`src/hw/rtl/smva_pkg.sv`:
```
// Shared types, constants and float helpers for the SELL matvec block.
package smva_pkg;

	localparam int X_DEPTH = 4096;
	localparam int LANES = 32;
	localparam int XA_W = $clog2(X_DEPTH);
	localparam int LANE_IW = (LANES > 1) ? $clog2(LANES) : 1;

	typedef enum logic [1:0] {
		KIND_XWRITE  = 2'd0,
		KIND_NONZERO = 2'd1,
		KIND_PRELOAD = 2'd2,
		KIND_FLUSH   = 2'd3
	} kind_t;

	typedef enum logic [2:0] {
		ST_IDLE,
		ST_MUL,
		ST_ALIGN,
		ST_ADD,
		ST_NORM,
		ST_FLUSH
	} state_t;

	// Controller to datapath commands.
	typedef struct packed {
		logic capture;
		logic mul;
		logic align;
		logic add;
		logic norm;
		logic flush_emit;
	} dp_cmd_t;

	// Datapath to controller status.
	typedef struct packed {
		logic flush_done;
	} dp_sts_t;

	// fp32 to bf16, nearest-even, canonical NaN.
	function automatic logic [15:0] fp32_to_bf16(input logic [31:0] w);
		logic [31:0] r;
		begin
			if (w[30:23] == 8'hFF && w[22:0] != 23'd0) begin
				fp32_to_bf16 = 16'h7FC0;
			end else begin
				r = w + 32'h7FFF + {31'd0, w[16]};
				fp32_to_bf16 = r[31:16];
			end
		end
	endfunction

endpackage

```
`src/hw/rtl/smva_ctrl.sv`:
```
// Controller state machine: sequences nonzero arithmetic and flush output.
module smva_ctrl (
	input  logic                clk,
	input  logic                arst_n,
	input  logic                start,
	input  logic [1:0]          kind,
	input  smva_pkg::dp_sts_t   sts,
	output smva_pkg::dp_cmd_t   cmd,
	output logic                busy
);
	import smva_pkg::*;

	state_t state_q, state_d;

	// State register
	always_ff @(posedge clk or negedge arst_n) begin
		if (!arst_n) state_q <= ST_IDLE;
		else state_q <= state_d;
	end

	// Next state and commands
	always_comb begin
		state_d = state_q;
		cmd = '0;
		busy = 1'b1;
		case (state_q)
			ST_IDLE: begin
				busy = 1'b0;
				if (start) begin
					cmd.capture = 1'b1;
					if (kind == KIND_NONZERO) state_d = ST_MUL;
					else if (kind == KIND_FLUSH) state_d = ST_FLUSH;
				end
			end
			ST_MUL: begin
				cmd.mul = 1'b1;
				state_d = ST_ALIGN;
			end
			ST_ALIGN: begin
				cmd.align = 1'b1;
				state_d = ST_ADD;
			end
			ST_ADD: begin
				cmd.add = 1'b1;
				state_d = ST_NORM;
			end
			ST_NORM: begin
				cmd.norm = 1'b1;
				state_d = ST_IDLE;
			end
			ST_FLUSH: begin
				cmd.flush_emit = 1'b1;
				if (sts.flush_done) state_d = ST_IDLE;
			end
			default: state_d = ST_IDLE;
		endcase
	end

endmodule

```
`config.mk`:
```
export PLATFORM = sky130hd
export DESIGN_NAME = smva_ctrl
export DESIGN_NICKNAME = d
export VERILOG_FILES = /design/src/hw/rtl/smva_pkg.sv /design/src/hw/rtl/smva_ctrl.sv
export SDC_FILE = /design/constraint.sdc
export NUM_CORES = 1
export LEC_CHECK = 0
export BUFFER_PORTS_ARGS = -buffer_cell sky130_fd_sc_hd__buf_2
export CORE_AREA = 2 2 39 41
export CTS_CLUSTER_DIAMETER = 60
export DETAILED_ROUTE_END_ITERATION = 10
export DIE_AREA = 0 0 41 43
export PLACE_DENSITY = 0.31
export SETUP_SLACK_MARGIN = 0.5
export SLEW_MARGIN = 10
export SYNTH_ARGS = -nofsm -noshare
export SYNTH_HDL_FRONTEND = slang
export SYNTH_SLANG_ARGS = --single-unit
```
`constraint.sdc`:
```
create_clock -name clk -period 1.6 [get_ports clk]
set_input_delay 0.16 -clock clk [delete_from_list [all_inputs] [get_ports clk]]
set_output_delay 0.16 -clock clk [all_outputs]
set_load 0.005 [all_outputs]
```
==> flow_summary_export.csv <==
group,metric,value,unit
sta,rsz0062_at_grt,"true",
pwr,powerDensity,1842,mW/mm2
setup_path,cp-start-kind,"register",
detailed_routing,dr.first_iter.drc_count,2,
clocking,numCtsBuffers,3,
grt,grt_pass1_vias,200,
setup_path,arrival,1.13,ns
synthesis,synth_cell_types,13,
synthesis,yosysTopAreaCell,"dfrtp_1",
final_layout,nets,46,
synthesis,synthMuxAreaShare,0,
worst_hold_path,hold_path.class,"in2async",
sta,hold_viol,0,
detailed_routing,route.met2.wl,238,um
synthesis,syn-num-nets,26,
setup_path,worst_setup_path_end_kind,"primary output",
placement,gp_congestion,0.5559,
pwr,p_switching,0.2301,mW
synthesis,synth_seq_area_share,0.4110,
grt,grt_pass1_wl,759,um
floorplanning,core_area,0.001384,mm2
final_layout,largest_reg_flops,3,
sta,fin_crit,1.293,ns
clocking,clock_latency,0.23,ns
final_layout,area_growth,82.88,%
placement,portBuffers,12,
setup_path,critPathMaxStageDelay,0.44,ns
final_layout,drive_gt1_frac,0.5641,
detailed_routing,wire_per_inst,9.491,um
floorplanning,die_area,0.001763,mm2
final_layout,final_util,0.2414,
synthesis,synth_top_area_share,0.4110,
outcome,status,"finished, final reports clean",
clocking,cts.sinks,3,
sta,setup_viol,0,
synthesis,async_flop_share,1.000,
pwr,seqPwrFrac,0.312,
synthesis,synthCells,20,
clocking,root_buffer,"clkbuf_4",
synthesis,post_synth_xor_area_fraction,0,
final_layout,top_regs,"state_q (3)",
sta,fin_worst_skew,0.001569,ns
synthesis,ys_top_cells_by_count,"3 x dfrtp_1, 3 x nor2_1, 2 x a21o_1, 2 x inv_1, 2 x nor3_1",
sta,period_share,0.8081,
synthesis,synth-seq-cells,3,
setup_path,critPathMaxFanout,6,
pwr,total_power,0.6155,mW
synthesis,synth.cell_area,182.7,um2
detailed_routing,detail-route-antenna-nets,0,
synthesis,synthAdderAreaFrac,0,
detailed_routing,drt-total-wl,522,um
clocking,clk_path_buf_depth,2,
pwr,leakagePower,0.1909,nW
synthesis,synth_edf_count,0,
detailed_routing,wirelength_met1,222,um
pwr,p_comb_frac,0.471,
detailed_routing,via_per_inst,4.073,
grt,gr-total-overflow,0,
final_layout,regMostFlops,"state_q",
grt,grt_antenna_before_repair,0,
sta,tightest_slew,0.1710,ns
sta,holdWs,0.2414,ns
floorplanning,fp.dieW,41,um
pwr,power.internal,0.3854,mW
synthesis,synth_compound_area_frac,0.1712,
setup_path,cp_slowest_cell,"dfrtp_2",
synthesis,synth_top_family_by_area,"simple AND/OR/NAND/NOR gates",
flow_run,drv_cap,0,
synthesis,synth_area_leaders,"dfrtp_1 41%, a21o_1 8.2%, and4bb_1 6.8%",
clocking,cts_tree,"done",
final_layout,diodes,0,
detailed_routing,vias,224,
synthesis,yosys_warnings,0,
grt,grt_use_total,0.07236,
sta,tns,0,ns
floorplanning,start_util,0.1320,
clocking,clk_pin_slew,0.04,ns
detailed_routing,first_pass_iters,2,
floorplanning,rows,14,
floorplanning,die_y,43,um
setup_path,path_buf_inv,1,
setup_path,path_delay_family,"flip-flops",
pwr,netSwitchingFraction,0.3739,
clocking,htree_levels,1,
synthesis,synth-simple-area-share,0.3767,
grt,grt_max_degree,9,
synthesis,synthFlopType,"dfrtp_1",
floorplanning,io-pin-count,13,
final_layout,fillers,158,
setup_path,path_class,"reg2out",
pwr,vdd_drop_max,0.0005472,V
sta,max_freq,773.4,MHz
sta,slew_headroom,0.8860,
detailed_routing,wl_met3,46,um
setup_path,worstPathRequired,1.44,ns
synthesis,syn_avg_cell_area,9.134,um2
pwr,clkPwrFrac,0.218,
setup_path,cp_cell_sequence,"nor3_4 > and2_1 > buf_2",
detailed_routing,drc,0,
sta,drv_slew,0,
detailed_routing,top_layer,"met4",
[cell families after synthesis]
logic type | Yosys count
AOI/OAI and AO/OA | 4
and+or+nand+nor | 11
DFF | 3
buffers and inverters | 2
[placed cells by master (no fill, tap or decap), types with 2 or more instances in the layout]
master / count
clkbuf_4: 3
buf_4: 2
nor2_1: 3
inv_1: 2
a21o_1: 2
dfrtp_2: 3
buf_2: 12
[worst reg2reg max path, cell delays in order (launching register included)]
cell	delay, ns
dfrtp_2	0.41
buf_4	0.13
and4bb_1	0.19
a211o_1	0.27
[power groups by stage]
stage / clock network [mW] / registers (mW) / logic, mW
final: 0.134 / 0.192 / 0.290
after detailed placement: 0 / 0.172 / 0.237
after global placement: 0 / 0.167 / 0.238
after global routing: 0.156 / 0.200 / 0.324
after floorplan: 0 / 0.154 / 0.140
after CTS: 0.142 / 0.196 / 0.278
[final timing paths]
check | start | end | slack, ns | depth (start not counted)
max | state_q[1] | cmd[5] | 0.31 | 3
min | arst_n | state_q[2] | 0.24 | 2
max reg2reg | state_q[1] | state_q[2] | 0.48 | 3
min reg2reg | state_q[2] | state_q[1] | 0.60 | 1
max in group asynchronous | arst_n | state_q[1] | 1.24 | 2
min in group clk | kind[0] | state_q[0] | 0.25 | 3
[routing by layer]
layer | up-vias | global-route usage
met5 | - | 0
met3 | 2 | 0.03141
met1 | 101 | 0.06774
li1 | 110 | -
met4 | 0 | 0.1000
met2 | 11 | 0.09375
[timing repair]
| item | 4_1_cts | 5_1_grt |
|---|---|---|
| endpoints found under the hold margin | 3 | 0 |
| pin swaps | 3 | 0 |
| buffers inserted | 1 | 1 |
| hold buffers | 1 | 0 |
| resized for setup | 6 | 0 |
| endpoints found under the setup margin | 7 | 8 |
[final cells by class]
cell class / instances / area (um2) / area share
inverter: 2 / 7.507 / 0.02247
clock buffer: 4 / 26.28 / 0.07865
sequential: 3 / 78.83 / 0.2360
timing repair buffer: 15 / 85.08 / 0.2547
multi-input combinational: 15 / 116.4 / 0.3483
tap: 16 / 20.02 / 0.05993
[stage by stage]
step | setup WS, ns | std cells | instance area (um2)
after global routing | 0.2347 | 55 | 334.1
after detailed placement | 0.4083 | 48 | 262.8
after floorplan | 0.5906 | 20 | 182.7
final | 0.3071 | 55 | 334.1
after global placement | 0.4167 | 48 | 262.8
after CTS | 0.2850 | 54 | 326.6
Note: power is estimated with default switching activity, not from simulation.
